--- src/vrtg_pkg.sv ---
// Shared types, constants and the tick-count decode for the variable-rate tick generator.
package vrtg_pkg;

  // Item kinds on the input channel
  localparam logic KIND_CRANK = 1'b0;
  localparam logic KIND_FRAME = 1'b1;

  // Accumulator saturation limit and last phase before wrap
  localparam logic [3:0] ACC_MAX    = 4'd12;
  localparam logic [3:0] PHASE_LAST = 4'd11;

  // Job queue between front and back
  localparam int unsigned QUEUE_DEPTH = 2;
  localparam int unsigned QPTR_W      = $clog2(QUEUE_DEPTH);
  localparam int unsigned QCNT_W      = $clog2(QUEUE_DEPTH + 1);

  typedef logic [3:0]  acc_t;
  typedef logic [3:0]  phase_t;
  typedef logic [1:0]  tick_cnt_t;
  typedef logic [31:0] time_t;

  // One frame's worth of work for the back end
  typedef struct packed {
    tick_cnt_t ticks;
  } tick_job_t;

  // Divisibility tests on the phase (0..11)
  typedef struct packed {
    logic m2;
    logic m3;
    logic m4;
    logic m5;
    logic m7;
  } phase_mask_t;

  function automatic phase_mask_t phase_mask(input phase_t p);
    phase_mask_t m;
    m.m2 = ~p[0];
    m.m4 = (p[1:0] == 2'd0);
    unique case (p) inside
      4'd0:    begin m.m3 = 1'b1; m.m5 = 1'b1; m.m7 = 1'b1; end
      4'd3,
      4'd6,
      4'd9:    begin m.m3 = 1'b1; m.m5 = 1'b0; m.m7 = 1'b0; end
      4'd5,
      4'd10:   begin m.m3 = 1'b0; m.m5 = 1'b1; m.m7 = 1'b0; end
      4'd7:    begin m.m3 = 1'b0; m.m5 = 1'b0; m.m7 = 1'b1; end
      default: begin m.m3 = 1'b0; m.m5 = 1'b0; m.m7 = 1'b0; end
    endcase
    return m;
  endfunction

  // Ticks for a frame: rate level is acc/2, phase is already advanced
  function automatic tick_cnt_t tick_count(input acc_t acc, input phase_t p);
    phase_mask_t m;
    tick_cnt_t   n;
    m = phase_mask(p);
    unique case (acc[3:1]) inside
      3'd1:    n = m.m4 ? 2'd1 : 2'd0;
      3'd2:    n = (m.m2 | m.m5) ? 2'd1 : 2'd0;
      3'd3,
      3'd4:    n = 2'd1;
      3'd5:    n = (m.m2 | m.m3 | m.m5 | m.m7) ? 2'd2 : 2'd1;
      3'd6:    n = m.m2 ? 2'd3 : 2'd2;
      default: n = 2'd0;
    endcase
    return n;
  endfunction

endpackage

--- src/vrtg_front.sv ---
// Front end: accepts items, updates rate accumulator and phase, queues frame jobs.
module vrtg_front (
  input  logic               clk,
  input  logic               rst_n,
  input  logic               in_valid,
  output logic               in_stall,
  input  logic               in_kind,
  input  logic signed [7:0]  in_crank_steps,
  output logic               q_push,
  output vrtg_pkg::tick_job_t q_job,
  input  logic               q_full
);
  import vrtg_pkg::*;

  acc_t   acc_r, acc_nxt;
  phase_t phase_r, phase_nxt;
  logic   accept;
  logic signed [9:0] sum;

  assign in_stall = q_full;
  assign accept   = in_valid && !q_full;

  // Saturating accumulate and phase advance
  always_comb begin
    sum       = $signed({6'd0, acc_r}) + $signed({{2{in_crank_steps[7]}}, in_crank_steps});
    acc_nxt   = acc_r;
    phase_nxt = phase_r;
    if (accept && in_kind == KIND_CRANK) begin
      if (sum < 10'sd0)
        acc_nxt = 4'd0;
      else if (sum > $signed({6'd0, ACC_MAX}))
        acc_nxt = ACC_MAX;
      else
        acc_nxt = sum[3:0];
    end else if (accept && in_kind == KIND_FRAME) begin
      phase_nxt = (phase_r == PHASE_LAST) ? 4'd0 : phase_r + 4'd1;
    end
  end

  // Classify the frame: only frames with ticks reach the back end
  assign q_job.ticks = tick_count(acc_r, phase_nxt);
  assign q_push      = accept && (in_kind == KIND_FRAME) && (q_job.ticks != 2'd0);

  always_ff @(posedge clk) begin
    if (!rst_n) begin
      acc_r   <= '0;
      phase_r <= '0;
    end else begin
      acc_r   <= acc_nxt;
      phase_r <= phase_nxt;
    end
  end

endmodule

--- src/vrtg_queue.sv ---
// Short FIFO of frame jobs between front and back end.
module vrtg_queue (
  input  logic                clk,
  input  logic                rst_n,
  input  logic                push,
  input  vrtg_pkg::tick_job_t push_job,
  output logic                full,
  input  logic                pop,
  output vrtg_pkg::tick_job_t pop_job,
  output logic                empty
);
  import vrtg_pkg::*;

  tick_job_t           mem_r [QUEUE_DEPTH];
  logic [QPTR_W-1:0]   wr_ptr_r, rd_ptr_r;
  logic [QCNT_W-1:0]   count_r;

  assign full    = (count_r == QCNT_W'(QUEUE_DEPTH));
  assign empty   = (count_r == '0);
  assign pop_job = mem_r[rd_ptr_r];

  // Entry storage
  always_ff @(posedge clk) begin
    if (push)
      mem_r[wr_ptr_r] <= push_job;
  end

  // Pointers and fill count
  always_ff @(posedge clk) begin
    if (!rst_n) begin
      wr_ptr_r <= '0;
      rd_ptr_r <= '0;
      count_r  <= '0;
    end else begin
      if (push)
        wr_ptr_r <= (wr_ptr_r == QPTR_W'(QUEUE_DEPTH - 1)) ? '0 : wr_ptr_r + 1'b1;
      if (pop)
        rd_ptr_r <= (rd_ptr_r == QPTR_W'(QUEUE_DEPTH - 1)) ? '0 : rd_ptr_r + 1'b1;
      case ({push, pop})
        2'b10:   count_r <= count_r + 1'b1;
        2'b01:   count_r <= count_r - 1'b1;
        default: count_r <= count_r;
      endcase
    end
  end

endmodule

--- src/vrtg_back.sv ---
// Back end: expands queued jobs into ticks, owns the time counter and output register.
module vrtg_back (
  input  logic                clk,
  input  logic                rst_n,
  input  vrtg_pkg::tick_job_t q_job,
  input  logic                q_empty,
  output logic                q_pop,
  output logic                out_valid,
  input  logic                out_stall,
  output logic [31:0]         out_time_value,
  output logic                out_start_flag,
  output logic                out_end_flag
);
  import vrtg_pkg::*;

  logic      busy_r;
  tick_cnt_t total_r, idx_r;
  time_t     time_r;
  logic      out_valid_r;
  time_t     out_time_r;
  logic      out_start_r, out_end_r;
  logic      load, emit, last;

  // Output register can take a new tick when empty or being drained
  assign load  = !out_valid_r || !out_stall;
  assign emit  = load && busy_r;
  assign last  = (idx_r + 2'd1) == total_r;
  assign q_pop = !q_empty && (!busy_r || (emit && last));

  // Job sequencer and time counter
  always_ff @(posedge clk) begin
    if (!rst_n) begin
      busy_r  <= 1'b0;
      total_r <= '0;
      idx_r   <= '0;
      time_r  <= '0;
    end else begin
      if (emit)
        time_r <= time_r + 32'd1;
      if (q_pop) begin
        busy_r  <= 1'b1;
        total_r <= q_job.ticks;
        idx_r   <= '0;
      end else if (emit && last) begin
        busy_r <= 1'b0;
      end else if (emit) begin
        idx_r <= idx_r + 2'd1;
      end
    end
  end

  // Output register valid
  always_ff @(posedge clk) begin
    if (!rst_n)
      out_valid_r <= 1'b0;
    else if (load)
      out_valid_r <= busy_r;
  end

  // Output register payload
  always_ff @(posedge clk) begin
    if (emit) begin
      out_time_r  <= time_r + 32'd1;
      out_start_r <= (idx_r == 2'd0);
      out_end_r   <= last;
    end
  end

  assign out_valid      = out_valid_r;
  assign out_time_value = out_time_r;
  assign out_start_flag = out_start_r;
  assign out_end_flag   = out_end_r;

endmodule

--- src/variable_rate_tick_generator_core.sv ---
// Top level of the variable-rate tick generator: front end, job queue, back end.
//
// A crank transaction yields no result; it adjusts the saturating rate accumulator (0..12).
// A frame transaction advances the phase (modulo 12) and, if it calls for any ticks, places a
// job of 1 to 3 ticks in a two-entry queue. The back end drains that queue at one result per
// cycle while the output is not stalled, through an output register, so a frame with n ticks
// yields n results and the result channel sets the sustained rate; cranks and tickless
// frames place no job. Each result carries the incremented 32-bit time counter; the first
// result of a frame has start_flag set and the last has end_flag set. The input is stalled
// only while the job queue is full.
module variable_rate_tick_generator_core (
  input  logic              clk,
  input  logic              rst_n,
  input  logic              in_valid,
  output logic              in_stall,
  input  logic              in_kind,
  input  logic signed [7:0] in_crank_steps,
  output logic              out_valid,
  input  logic              out_stall,
  output logic [31:0]       out_time_value,
  output logic              out_start_flag,
  output logic              out_end_flag
);
  import vrtg_pkg::*;

  logic      q_push, q_full, q_pop, q_empty;
  tick_job_t push_job, pop_job;

  vrtg_front u_front (
    .clk            (clk),
    .rst_n          (rst_n),
    .in_valid       (in_valid),
    .in_stall       (in_stall),
    .in_kind        (in_kind),
    .in_crank_steps (in_crank_steps),
    .q_push         (q_push),
    .q_job          (push_job),
    .q_full         (q_full)
  );

  vrtg_queue u_queue (
    .clk      (clk),
    .rst_n    (rst_n),
    .push     (q_push),
    .push_job (push_job),
    .full     (q_full),
    .pop      (q_pop),
    .pop_job  (pop_job),
    .empty    (q_empty)
  );

  vrtg_back u_back (
    .clk            (clk),
    .rst_n          (rst_n),
    .q_job          (pop_job),
    .q_empty        (q_empty),
    .q_pop          (q_pop),
    .out_valid      (out_valid),
    .out_stall      (out_stall),
    .out_time_value (out_time_value),
    .out_start_flag (out_start_flag),
    .out_end_flag   (out_end_flag)
  );

  // Queue never overflows or underflows
  a_no_overflow: assert property (@(posedge clk) disable iff (!rst_n) q_push |-> !q_full)
    else $error("job pushed into full queue");

  a_no_underflow: assert property (@(posedge clk) disable iff (!rst_n) q_pop |-> !q_empty)
    else $error("job popped from empty queue");

  // A frame's ticks follow each other without gaps
  a_frame_continues: assert property (@(posedge clk) disable iff (!rst_n)
      (out_valid && !out_end_flag) |=> out_valid)
    else $error("frame ended without end flag");

endmodule
--- config.mk ---
export PLATFORM = sky130hd
export DESIGN_NAME = variable_rate_tick_generator_core
export DESIGN_NICKNAME = d
export VERILOG_FILES = /design/src/vrtg_pkg.sv /design/src/vrtg_front.sv /design/src/vrtg_queue.sv /design/src/vrtg_back.sv /design/src/variable_rate_tick_generator_core.sv
export SDC_FILE = /design/constraint.sdc
export NUM_CORES = 1
export LEC_CHECK = 0
export ABC_AREA = 1
export ABC_CLOCK_PERIOD_IN_PS = 2540
export BUFFER_PORTS_ARGS = -buffer_cell sky130_fd_sc_hd__clkbuf_2
export CAP_MARGIN = 20
export CELL_PAD_IN_SITES_DETAIL_PLACEMENT = 0
export CELL_PAD_IN_SITES_GLOBAL_PLACEMENT = 1
export CORE_ASPECT_RATIO = 0.5
export CORE_MARGIN = 2
export CORE_UTILIZATION = 43
export CTS_CLUSTER_DIAMETER = 120
export DETAILED_ROUTE_END_ITERATION = 6
export PLACE_DENSITY_LB_ADDON = 0.08
export RECOVER_POWER = 100
export SLEW_MARGIN = 20
export SYNTH_ARGS = -nofsm -noshare
export SYNTH_HDL_FRONTEND = slang
export SYNTH_HIERARCHICAL = 1
export SYNTH_SLANG_ARGS = --single-unit
--- constraint.sdc ---
create_clock -name clk -period 2.54 [get_ports clk]
set_input_delay 0.127 -clock clk [delete_from_list [all_inputs] [get_ports clk]]
set_output_delay 0.127 -clock clk [all_outputs]
set_load 0.03 [all_outputs]
======== Word level (Yosys, flattened, before mapping) ========
Memories as Yosys holds them, arrays and structs flattened. A register that Yosys moved wholly into a read port is not among the register bits.
Index checks and enable logic that the tools add are counted.
storage, ports and cells
  register bits ........................... 82
  word-level logic and storage cells ...... 94
  bits of input ports ..................... 13
  output and inout port bits .............. 36
  RAM bits ................................ 4
  memories kept ........................... 1
operators by class
  add/subtract/negate cells ............... 8
  bitwise operators ....................... 8
  $lt $le $gt $ge ......................... 2
  multiplexer cells ....................... 19
  equal/unequal tests ..................... 17
  reduce and logical (&&, ||, !) cells .... 27
memories
  name           depth  width  rd ports  clocked after memory_dff  write ports  line              source
  u_queue.mem_r  2      2      1         1                         1            vrtg_queue.sv:14  tick_job_t mem_r [QUEUE_DEPTH];
operators with widths
  cell                     number
  $add A32 B1 Y32 const B  1
  $mux W4                  5
  $eq A4 B3 Y1 const B     3
  $eq A4 B4 Y1 const B     3
  $gt A10 B5 Y1 const B    1
  $lt A10 B1 Y1 const B    1
  $mux W1                  10
  $pmux W2 S5              1
  $add A5 B8 Y9            1
  $eq A3 B3 Y1 const B     3
  $logic_and A1 B1 Y1      7
  $eq A3 B2 Y1 const B     2
  $logic_not A1 Y1         6
  $logic_not A2 Y1         3
  $pmux W2 S3              1
  $reduce_bool A2 Y1       3
  $reduce_or A2 Y1         3
  $add A2 B1 Y2 const B    2
  $add A4 B1 Y4 const B    1
  $eq A2 B2 Y1 const B     2
  $eq A4 B2 Y1 const B     1
  $logic_not A4 Y1         1
  $not A1 Y1               4
  $or A1 B1 Y1             4
  other kinds (10)         12

======== Logic depth before layout (Yosys ltp) ========
Gate-level depths: netlist of the first run.
  depth in word-level cells ............... 18
  gate-level depth with buffers ........... 21
  mapped depth without buffers ............ 21

======== Cells and area by module ========
The synthesis of the first run kept the hierarchy.
by module, submodules not included
  module      instances  area an instance (sq um)  cells an instance  seq. area each (sq um)
  vrtg_back   1          3,454.6                   446                1,781.7
  vrtg_front  1          822.0                     135                160.2
  vrtg_queue  1          369.1                     41                 220.2

======== Worst setup path before layout of the first run ========
OpenSTA, ideal clock, no wires.
  kind .................................... register to register
  start ................................... register u_queue.count_r[1]
  end ..................................... register u_queue.count_r[1]
  arrival ................................. 2,125 ps
  path slack .............................. 352 ps
  required time ........................... 2,476 ps
  period minus slack after synthesis ...... 2,188 ps
  setup time .............................. 64 ps
  buffers on the path ..................... 0
  stages on the path, launching flop included .. 22
  cell sequence ........................... dfxtp_1 > inv_1 > nor2_1 > inv_1 > nand3_2 > nand2_1 > nand2_2 > nand3_2 > inv_1 > nand2_1 > nand3_1 > nand2_1 > nand2_2 > nor2_1 > nor2_1 > inv_1 > ha_1 > inv_1 > nand2_1 > nor2_1 > nor2_1 > nor2_1
RTL lines
  item                    line              source
  from (decl)             vrtg_queue.sv:16  logic [QCNT_W-1:0] count_r;
  from (signal assigned)  vrtg_queue.sv:40  2'b10: count_r <= count_r + 1'b1;
  from (signal assigned)  vrtg_queue.sv:41  2'b01: count_r <= count_r - 1'b1;
  from (signal assigned)  vrtg_queue.sv:42  default: count_r <= count_r;

==> results.py, run 1 <==
metrics = {
    "yosys": {
        "syn_avg_cell_area_sq_um": 7.47,
        "yosysSeqAreaShare": 0.465,
        "syn-num-nets": 644,
        "syn_inst": 622,
        "synth_edf_count": 38,
        "ys_ff_latch": 89,
        "synth_warnings": 6,
        "synthFlopType": "dfxtp_1",
        "synth-async-reset-ratio": 0,
        "synth_cell_types": 31,
        "synth_area_leader_cell": "edfxtp_1",
        "synth_top_area_frac": 0.246,
        "syn_area_sq_um": 4650,
        "synthTopCellsByArea": "edfxtp_1 25%, dfxtp_1 22%, nand2_1 14%",
    },
    "clocking": {
        "ctsRootBufferMaster": "clkbuf_16",
        "postCtsSetupBuffers": 0,
        "cts_htree_levels": 3,
        "clock_latency_ns": 0.34,
        "path_clk_slew_ns": 0.06,
        "ctsHoldBuffers": 0,
        "cts.path.max_buffers": 2,
        "clock_sinks": 89,
        "cts_made_buffers": 9,
        "post_cts_resized": 0,
        "cts_tree": "yes",
    },
    "floorplan": {
        "start_util": 0.449,
        "dieArea_sq_um": 11700,
        "io_pins": 49,
        "die_x_microns": 151,
        "rows": 26,
        "core_area_sq_um": 10300,
        "die_y_microns": 77.5,
    },
    "place": {
        "postPlaceCellArea_sq_um": 5070,
        "dpl.hpwl_microns": 7030,
        "io_buffers": 48,
        "place.gp.congestion": 0.843,
    },
    "worst_setup_path": {
        "crit_arrival_ns": 2.60,
        "worst_path_largest_cell_delay_ns": 0.33,
        "critPathTopFamily": "simple AND/OR/NAND/NOR gates",
        "cp_common_cell": "nor2_1",
        "end_kind": "flip-flop",
        "critPathRequiredTime_ns": 2.81,
        "critPathMaxFanout": 6,
        "path_cells": "inv_1 > nor2_4 > inv_1 > nand3_4 > o21bai_1 > nand3_2 > clkinv_1 > nand2_1 > nand3_1 > nand2_1 > nand2_2 > nor2_1 > nor2_1 > inv_1 > ha_1 > inv_1 > nand2_1 > nor2_1 > nor2_1 > nor2_1",
        "crit_type": "reg -> reg",
        "critPathBufInv": 5,
        "worst_path_max_delay_cell": "dfxtp_2",
        "cp-start-kind": "flip-flop",
    },
    "drt": {
        "vias": 3748,
        "wl_met2_microns": 4240,
        "totalWireLength_microns": 9370,
        "drc": 0,
        "wl_met1_microns": 4670,
        "wl_met3_microns": 454,
        "highest_layer": "met4",
        "via_per_inst": 4.57,
        "ant_nets": 0,
        "drt-pass1-iter-count": 5,
        "drt-wirelength-per-cell_microns": 11.4,
        "drt-initial-drc-count": 189,
    },
    "layout": {
        "postLayoutCoreUtil": 0.515,
        "final_common_cell": "nand2_1",
        "antenna-diode-count": 0,
        "fill_cells": 1047,
        "area_growth_pct": 14.7,
        "final_nets": 698,
        "stdcell_area_sq_um": 5330,
        "layout_common_cells": "178 x nand2_1, 96 x inv_1, 69 x nor2_1",
        "drive_gt1_frac": 0.0999,
    },
    "power": {
        "clkPwrFrac": 0.244,
        "p_leak_nw": 2.31,
        "power_mw": 5.20,
        "p_seq_frac": 0.439,
        "swShare": 0.377,
        "p_int_mw": 3.24,
        "power.density_nw_per_um2": 976,
        "ir_worst_vdd_uv": 343,
        "net-switching-power_mw": 1.96,
        "combPwrFrac": 0.318,
    },
    "sta": {
        "setup_violations": 0,
        "period_share": 0.914,
        "finalMaxSlewViolations": 0,
        "worstMarginPinSlew_ns": 0.590,
        "relSlewSlack": 0.606,
        "max_freq_mhz": 431,
        "min_period_ns": 2.32,
        "finClkSkew_ns": 0.00585,
        "hold_viol_final": 0,
    },
    "global_route": {
        "grt_pass1_vias": 3408,
        "grt_first_pass_wirelength_microns": 15700,
        "grt_overflow": 0,
        "track_usage": 0.170,
        "grt_start_max_net_pins": 44,
        "antenna_found_initial": 0,
    },
    "min_path": {
        "hold_path_class": "in -> reg",
    },
    "status": {
        "status": "finished clean",
    },
    "job": {
        "cap_violations": 0,
    },
}
-- tightest hold or removal path, stage by stage --
cell,delay (ns)
clkbuf_2,0.08
nand2_1,0.10
a21oi_1,0.07
-- cells by family after synthesis --
group,Yosys count,share of synthesized area
xor gates and xnor gates,13,0.0245
buffers and inverters,110,0.0902
AOI/OAI and AO/OA,66,0.0733
and+or+nand+nor,333,0.316
muxes,2,0.00485
adders and majority gates,9,0.0259
DFF,89,0.465
-- path summary, 6_finish.rpt --
kind | from | to | slack (ns) | depth (start not counted)
min | out_stall | u_back/out_valid$_SDFFE_PN0N_ | 0.09 | 3
min reg2reg | u_back/idx_r[1]$_SDFFE_PP0P_ | u_back/idx_r[1]$_SDFFE_PP0P_ | 0.47 | 2
max reg2reg | u_queue/count_r[1]$_SDFFE_PN0P_ | u_queue/count_r[1]$_SDFFE_PN0P_ | 0.22 | 20
max | u_queue/count_r[1]$_SDFFE_PN0P_ | u_queue/count_r[1]$_SDFFE_PN0P_ | 0.22 | 20
-- registers in the layout, summed over array words and instances, names as in the netlist, named ones only --
register               flops
u_back/out_end_flag        1
u_queue/count_r            2
u_queue/wr_ptr_r           1
u_back/total_r             2
u_back/out_start_flag      1
u_back/busy_r              1
u_back/out_time_value     32
u_back/time_r             32
u_queue/rd_ptr_r           1
u_front/phase_r            4
u_back/idx_r               2
u_front/acc_r              4
u_queue/mem_r              4
u_back/out_valid           1
-- through the flow --
step           hold WS, ns  setup TNS, ns  setup slack, ns  std cells
2_1_floorplan        0.248              0            0.352        622
3_3_place_gp         0.447              0            0.186        805
3_5_place_dp         0.437              0            0.118        805
4_1_cts             0.0844              0           0.0912        821
5_1_grt              0.107        -0.0248          -0.0248        821
6_report            0.0902              0            0.218        821
-- cells in the mapped netlist (all sizes together) (2+ instances only) --
| master | number |
|---|---|
| nand2 | 185 |
| mux2 | 2 |
| clkinv | 2 |
| nand3 | 53 |
| buf | 3 |
| o21ai | 24 |
| ha | 8 |
| edfxtp | 38 |
| nor3 | 2 |
| inv | 98 |
| nand3b | 3 |
| nand4 | 5 |
| nor2 | 82 |
| and2 | 2 |
| xnor2 | 5 |
| dfxtp | 51 |
| xor2 | 8 |
| clkbuf | 7 |
| a21oi | 41 |
-- final cells by class --
| class | instances | area (sq um) | share of cell area |
|---|---|---|---|
| Sequential cell | 89 | 2170 | 0.407 |
| Clock buffer | 15 | 279 | 0.0524 |
| Multi-Input combinational cell | 423 | 2080 | 0.390 |
| Tap cell | 140 | 175 | 0.0329 |
| Inverter | 100 | 375 | 0.0705 |
| Timing Repair Buffer | 53 | 246 | 0.0463 |
| Clock inverter | 1 | 7.51 | 0.00141 |
-- layer usage --
metal  vias up  GRT usage
met2        50      0.260
met3         2     0.0529
met1      1626      0.237
li1       2070          -
met5         -          0
met4         0     0.0364
-- power groups by stage --
stage	logic, mW	registers, mW	clock network (mW)
floorplan	0.952	2.61	0
global placement	1.68	2.30	0
detailed placement	1.70	2.31	0
CTS	1.71	2.28	1.31
global route	1.87	2.34	1.37
finish	1.65	2.28	1.27
Power figures use the tool's default switching activity.
==> run 2, diff against run 1 <==
Settings changed: BUFFER_PORTS_ARGS -buffer_cell sky130_fd_sc_hd__clkbuf_2 to -buffer_cell sky130_fd_sc_hd__buf_2, CORE_MARGIN 2 to 8.
==> run 2 against run 1 <==
Net effect: sequential cell count did not move; critical path depth stayed put; cell area decreased by 1.5%; first-iteration DRC count is 8.5% lower; total power barely moved; wire length rose by 4.7%; register-to-register slack lost 0.04 ns; clock power barely moved; die area rose by 25%; clock skew increased by 0.0022 ns; highest routed layer unchanged; non-clock buffer count shrank 1.
==> results.py, run 2 (same netlist as run 1, synthesis figures left out) <==
metrics = {
    "status": {
        "status": "finished clean",
    },
    "worst_setup_path": {
        "crit_arrival_ns": 2.63,
        "cp-start-kind": "flip-flop",
        "crit_type": "reg -> reg",
        "critPathRequiredTime_ns": 2.81,
        "worst_path_max_delay_cell": "dfxtp_2",
        "path_cells": "inv_1 > nor2_4 > inv_1 > nand3_4 > o21bai_1 > nand3_2 > clkinv_1 > nand2_1 > nand3_1 > nand2_1 > nand2_2 > nor2_1 > nor2_1 > inv_1 > ha_1 > inv_1 > nand2_1 > nor2_1 > nor2_1 > nor2_1",
        "cp_common_cell": "nor2_1",
        "critPathMaxFanout": 6,
        "worst_path_largest_cell_delay_ns": 0.33,
        "end_kind": "flip-flop",
    },
    "sta": {
        "fin_tns_setup_ns": 0,
        "rsz0062_at_grt": "false",
        "max_freq_mhz": 424,
        "worstMarginPinSlew_ns": 0.922,
        "min_period_ns": 2.36,
        "setup_violations": 0,
        "finClkSkew_ns": 0.00807,
        "finalMaxSlewViolations": 0,
        "period_share": 0.929,
        "relSlewSlack": 0.385,
        "hold_viol_final": 0,
    },
    "clocking": {
        "clock_sinks": 89,
        "path_clk_slew_ns": 0.06,
        "postCtsSetupBuffers": 0,
        "clock_latency_ns": 0.34,
        "cts_tree": "yes",
        "ctsRootBufferMaster": "clkbuf_16",
        "cts_htree_levels": 3,
        "cts.path.max_buffers": 2,
        "cts_made_buffers": 9,
    },
    "drt": {
        "drt-initial-drc-count": 173,
        "via_per_inst": 4.61,
        "ant_nets": 0,
        "totalWireLength_microns": 9820,
        "vias": 3779,
        "drt-pass1-iter-count": 4,
        "drt-wirelength-per-cell_microns": 12.0,
        "drc": 0,
    },
    "power": {
        "combPwrFrac": 0.317,
        "net-switching-power_mw": 2.00,
        "clkPwrFrac": 0.244,
        "p_seq_frac": 0.439,
        "p_leak_nw": 2.29,
        "power.density_nw_per_um2": 991,
        "swShare": 0.384,
        "p_int_mw": 3.20,
        "ir_worst_vdd_uv": 409,
    },
    "floorplan": {
        "die_y_microns": 89.5,
        "start_util": 0.449,
        "die_x_microns": 163,
        "io_pins": 49,
        "rows": 26,
        "core_area_sq_um": 10300,
        "dieArea_sq_um": 14600,
    },
    "place": {
        "io_buffers": 48,
        "place.gp.congestion": 0.815,
        "dpl.hpwl_microns": 7190,
        "postPlaceCellArea_sq_um": 5060,
    },
    "layout": {
        "final_common_cell": "nand2_1",
        "antenna-diode-count": 0,
        "area_growth_pct": 13.0,
        "stdcell_area_sq_um": 5250,
        "fill_cells": 1083,
        "postLayoutCoreUtil": 0.507,
        "drive_gt1_frac": 0.0779,
        "layout_common_cells": "181 x nand2_1, 98 x inv_1, 78 x nor2_1",
        "final_nets": 697,
    },
    "global_route": {
        "grt_first_pass_wirelength_microns": 16300,
        "track_usage": 0.141,
        "grt_start_max_net_pins": 44,
        "grt_overflow": 0,
        "antenna_found_initial": 0,
        "grt_pass1_vias": 3592,
    },
    "min_path": {
        "hold_path_class": "in -> reg",
    },
    "job": {
        "cap_violations": 0,
    },
}
-- run 2: changes by cell type in the layout (fill, tap and decap cells not counted), sizes merged --
cell	previous run	this run
inv	99	100
clkbuf	63	47
buf	5	15
clkinv	1	5
-- run 2: worst paths after layout --
path	startpoint	endpoint	slack [ns]	depth (start not counted)
hold / removal	out_stall	u_back/out_valid$_SDFFE_PN0N_	0.11	3
hold reg to reg	u_back/idx_r[1]$_SDFFE_PP0P_	u_back/idx_r[1]$_SDFFE_PP0P_	0.46	2
setup / recovery	u_queue/count_r[1]$_SDFFE_PN0P_	u_queue/count_r[1]$_SDFFE_PN0P_	0.18	20
setup reg to reg	u_queue/count_r[1]$_SDFFE_PN0P_	u_queue/count_r[1]$_SDFFE_PN0P_	0.18	20
-- run 2: worst max-delay path: cells and delay by family (launching register included) --
kind / cells / cell delay, ns
and+or+nand+nor: 13 / 1.05
buffers and inverters: 5 / 0.44
DFF: 1 / 0.33
adders and majority gates: 1 / 0.29
AOI/OAI and AO/OA: 1 / 0.17
-- run 2: cell type report --
class	instances	area, sq um	area share
clock buffers	10	250	0.0477
clock inverters	6	40.0	0.00763
inverters	100	375	0.0715
multi-input cells	423	2010	0.383
flip-flops and latches	89	2160	0.412
well taps	140	175	0.0334
repair buffers	52	235	0.0448
-- run 2: per-stage QoR --
stage	worst slack [ns]	cells	hold WS, ns	power (mW)
finish	0.182	820	0.113	5.20
global route	0.0125	820	0.125	5.60
CTS	0.0842	820	0.104	5.32
detailed placement	0.115	804	0.451	4.02
global placement	0.182	804	0.453	4.00
floorplan	0.352	622	0.248	3.56
-- run 2: power by group through the flow --
stage | sequential [mW] | clock, mW | combinational [mW]
after floorplan | 2.61 | 0 | 0.952
after global placement | 2.29 | 0 | 1.70
after detailed placement | 2.30 | 0 | 1.72
after CTS | 2.27 | 1.32 | 1.73
after global routing | 2.34 | 1.38 | 1.88
final | 2.28 | 1.27 | 1.65
-- run 2: what timing repair did --
item | CTS | global route
setup endpoints to repair | 0 | 2
hold buffers | 0 | 0
gates resized for setup | 0 | 5
-- run 2: routing by layer --
metal  vias up  GRT usage  share of wire
li1       2072          -              -
met1      1654      0.173           0.50
met2        48      0.239           0.45
met3         5     0.0386          0.041
met4         0     0.0496         0.0074
met5         -          0              0
==> run 3, diff against run 2 <==
Settings changed: ABC_AREA 1 to unset, CORE_UTILIZATION 43 to 45.
==> run 3 against run 2 <==
Net effect: die area decreased by 4.9%; critical path depth decreased by 10; clock power increased by 5%; sequential share of layout area decreased by 0.24 points; clock skew decreased by 0.00095 ns; wire length decreased by 3.7%.
==> results.py, run 3 <==
metrics = {
    "sta": {
        "finalMaxSlewViolations": 0,
        "relSlewSlack": 0.309,
        "period_share": 0.960,
        "whs_ns": 0.129,
        "setup_violations": 0,
        "worstMarginPinSlew_ns": 1.03,
        "max_freq_mhz": 410,
        "rsz0062_at_grt": "false",
        "min_period_ns": 2.44,
        "finClkSkew_ns": 0.00712,
        "hold_viol_final": 0,
    },
    "drt": {
        "drt-initial-drc-count": 164,
        "vias": 3488,
        "drc": 0,
        "drt-pass1-iter-count": 4,
        "drt-wirelength-per-cell_microns": 14.4,
        "totalWireLength_microns": 9460,
        "via_per_inst": 5.31,
        "ant_nets": 0,
    },
    "global_route": {
        "grt_overflow": 0,
        "grt_first_pass_wirelength_microns": 16100,
        "antenna_found_initial": 0,
        "grt_use_met1": 0.163,
        "grt_use_met3": 0.0434,
        "top_usage_layer": "met2",
        "grt_pass1_vias": 3369,
        "track_usage": 0.141,
        "grt_start_max_net_pins": 30,
        "gr-usage-met2": 0.255,
    },
    "worst_setup_path": {
        "crit_cells": 10,
        "worst_path_largest_cell_delay_ns": 0.37,
        "critPathMaxFanout": 4,
        "cp-start-kind": "flip-flop",
        "critPathRequiredTime_ns": 2.80,
        "r2r_cells": 10,
        "crit_type": "reg -> reg",
        "critPathBufInv": 1,
        "worst_path_max_delay_cell": "or3_1",
        "crit_arrival_ns": 2.70,
        "end_kind": "flip-flop",
        "path_cells": "and2b_1 > and3b_2 > mux2i_2 > a31oi_1 > o211ai_2 > and3_4 > inv_2 > ha_4 > or3_1 > a21boi_1",
        "critPathTopFamily": "simple AND/OR/NAND/NOR gates",
    },
    "floorplan": {
        "io_pins": 49,
        "core_area_sq_um": 10100,
        "rows": 26,
        "start_util": 0.456,
        "dieArea_sq_um": 13900,
        "die_x_microns": 159,
        "die_y_microns": 87.4,
    },
    "layout": {
        "drive_gt1_frac": 0.126,
        "fin_cells": 657,
        "final_common_cell": "dfxtp_1",
        "area_growth_pct": 15.1,
        "final_nets": 534,
        "antenna-diode-count": 0,
        "layout_common_cells": "50 x dfxtp_1, 44 x clkbuf_1, 41 x nand2_1",
        "stdcell_area_sq_um": 5280,
        "postLayoutCoreUtil": 0.525,
    },
    "yosys": {
        "synth_area_leader_cell": "edfxtp_1",
        "synth-async-reset-ratio": 0,
        "synthTopCellsByCount": "51 x dfxtp_1, 41 x nand2_1, 38 x edfxtp_1",
        "syn_area_sq_um": 4590,
        "synth_warnings": 6,
        "yosysMostFrequentCell": "dfxtp_1",
        "synth_cell_types": 62,
        "synthTopCellsByArea": "edfxtp_1 25%, dfxtp_1 22%, xnor2_1 5.2%",
        "syn-num-nets": 480,
        "ys_ff_latch": 89,
        "syn_inst": 458,
        "syn_avg_cell_area_sq_um": 10.0,
        "synth_edf_count": 38,
        "synth_top_area_frac": 0.249,
        "yosysSeqAreaShare": 0.471,
        "synthFlopType": "dfxtp_1",
    },
    "clocking": {
        "cts_made_buffers": 9,
        "ctsRootBufferMaster": "clkbuf_16",
        "path_clk_slew_ns": 0.06,
        "ctsHoldBuffers": 0,
        "cts.path.max_buffers": 2,
        "cts_htree_levels": 3,
        "cts_tree": "yes",
        "clock_sinks": 89,
        "clock_latency_ns": 0.34,
    },
    "status": {
        "status": "finished clean",
    },
    "power": {
        "p_seq_frac": 0.436,
        "net-switching-power_mw": 1.38,
        "p_int_mw": 2.84,
        "ir_worst_vdd_uv": 352,
        "clkPwrFrac": 0.314,
        "swShare": 0.328,
        "p_leak_nw": 1.81,
        "power.density_nw_per_um2": 799,
        "power_mw": 4.22,
        "combPwrFrac": 0.250,
    },
    "place": {
        "dpl.hpwl_microns": 6860,
        "dp.cells": 636,
        "postPlaceCellArea_sq_um": 5010,
        "place.gp.congestion": 0.844,
        "io_buffers": 48,
    },
    "min_path": {
        "hold_path_depth": 2,
        "hold_path_class": "in -> reg",
    },
    "job": {
        "cap_violations": 0,
    },
}
==> run 3: changes by cell type in the layout (fill, tap and decap cells not counted), sizes merged, moves of 10 or more <==
cell | previous run | this run
nor4 | 0 | 14
o31ai | 0 | 11
or4 | 0 | 14
xnor2 | 5 | 27
nor2 | 82 | 29
o21ai | 24 | 14
a21oi | 41 | 18
nand3 | 53 | 17
mux2i | 0 | 12
inv | 100 | 11
xor2 | 8 | 23
buf | 15 | 29
nand2 | 185 | 42
==> run 3: logic make-up after synthesis <==
| kind of cell | Yosys count | synth area share |
|---|---|---|
| adders and majority gates | 9 | 0.0262 |
| and+or+nand+nor | 188 | 0.232 |
| DFF | 89 | 0.471 |
| buffers and inverters | 41 | 0.0407 |
| AOI/OAI and AO/OA | 67 | 0.103 |
| xor gates and xnor gates | 50 | 0.0955 |
| muxes | 14 | 0.0311 |
==> run 3: routing by layer <==
metal	vias up	wire, microns
met2	65	4450
met4	0	91
met1	1645	4460
met5	-	0
met3	10	455
li1	1768	-
==> run 3: through the flow <==
stage / setup slack, ns / TNS, ns
floorplan: 0.0641 / 0
global placement: 0.0283 / 0
detailed placement: -0.0741 / -0.0741
CTS: 0.0649 / 0
global route: 0.0111 / 0
finish: 0.102 / 0
==> run 3: final timing paths <==
path / start / end / slack, ns
max: u_queue/count_r[0]$_SDFFE_PN0P_ / u_queue/count_r[1]$_SDFFE_PN0P_ / 0.10
max reg2reg: u_queue/count_r[0]$_SDFFE_PN0P_ / u_queue/count_r[1]$_SDFFE_PN0P_ / 0.10
min: rst_n / u_front/phase_r[2]$_SDFF_PN0_ / 0.13
min reg2reg: u_back/total_r[1]$_SDFFE_PN0P_ / u_back/total_r[1]$_SDFFE_PN0P_ / 0.47
==> run 3: area by class of cell <==
cell class                 instances  area (sq um)
clock inverter                     7          77.6
tap                              140           175
timing repair buffer              74           358
inverter                          10          37.5
fill                             965          4770
clock buffer                       9           225
multi-input combinational        328          2240
sequential                        89          2160
==> run 3: power groups by stage <==
stage          clock network [mW]  registers [mW]  logic [mW]
2_1_floorplan                   0            2.19       0.444
3_3_place_gp                    0            1.85        1.07
3_5_place_dp                    0            1.86        1.09
4_1_cts                      1.38            1.83        1.12
5_1_grt                      1.43            1.86        1.15
6_report                     1.33            1.84        1.05
==> run 3: repair_timing <==
action / 4_1_cts / 5_1_grt
pin swaps: 1 / 3
cloned: 0 / 0
setup buffers: 1 / 4
gates resized for setup: 5 / 5
endpoints found under the hold margin: 0 / 0
endpoints found under the setup margin: 1 / 1
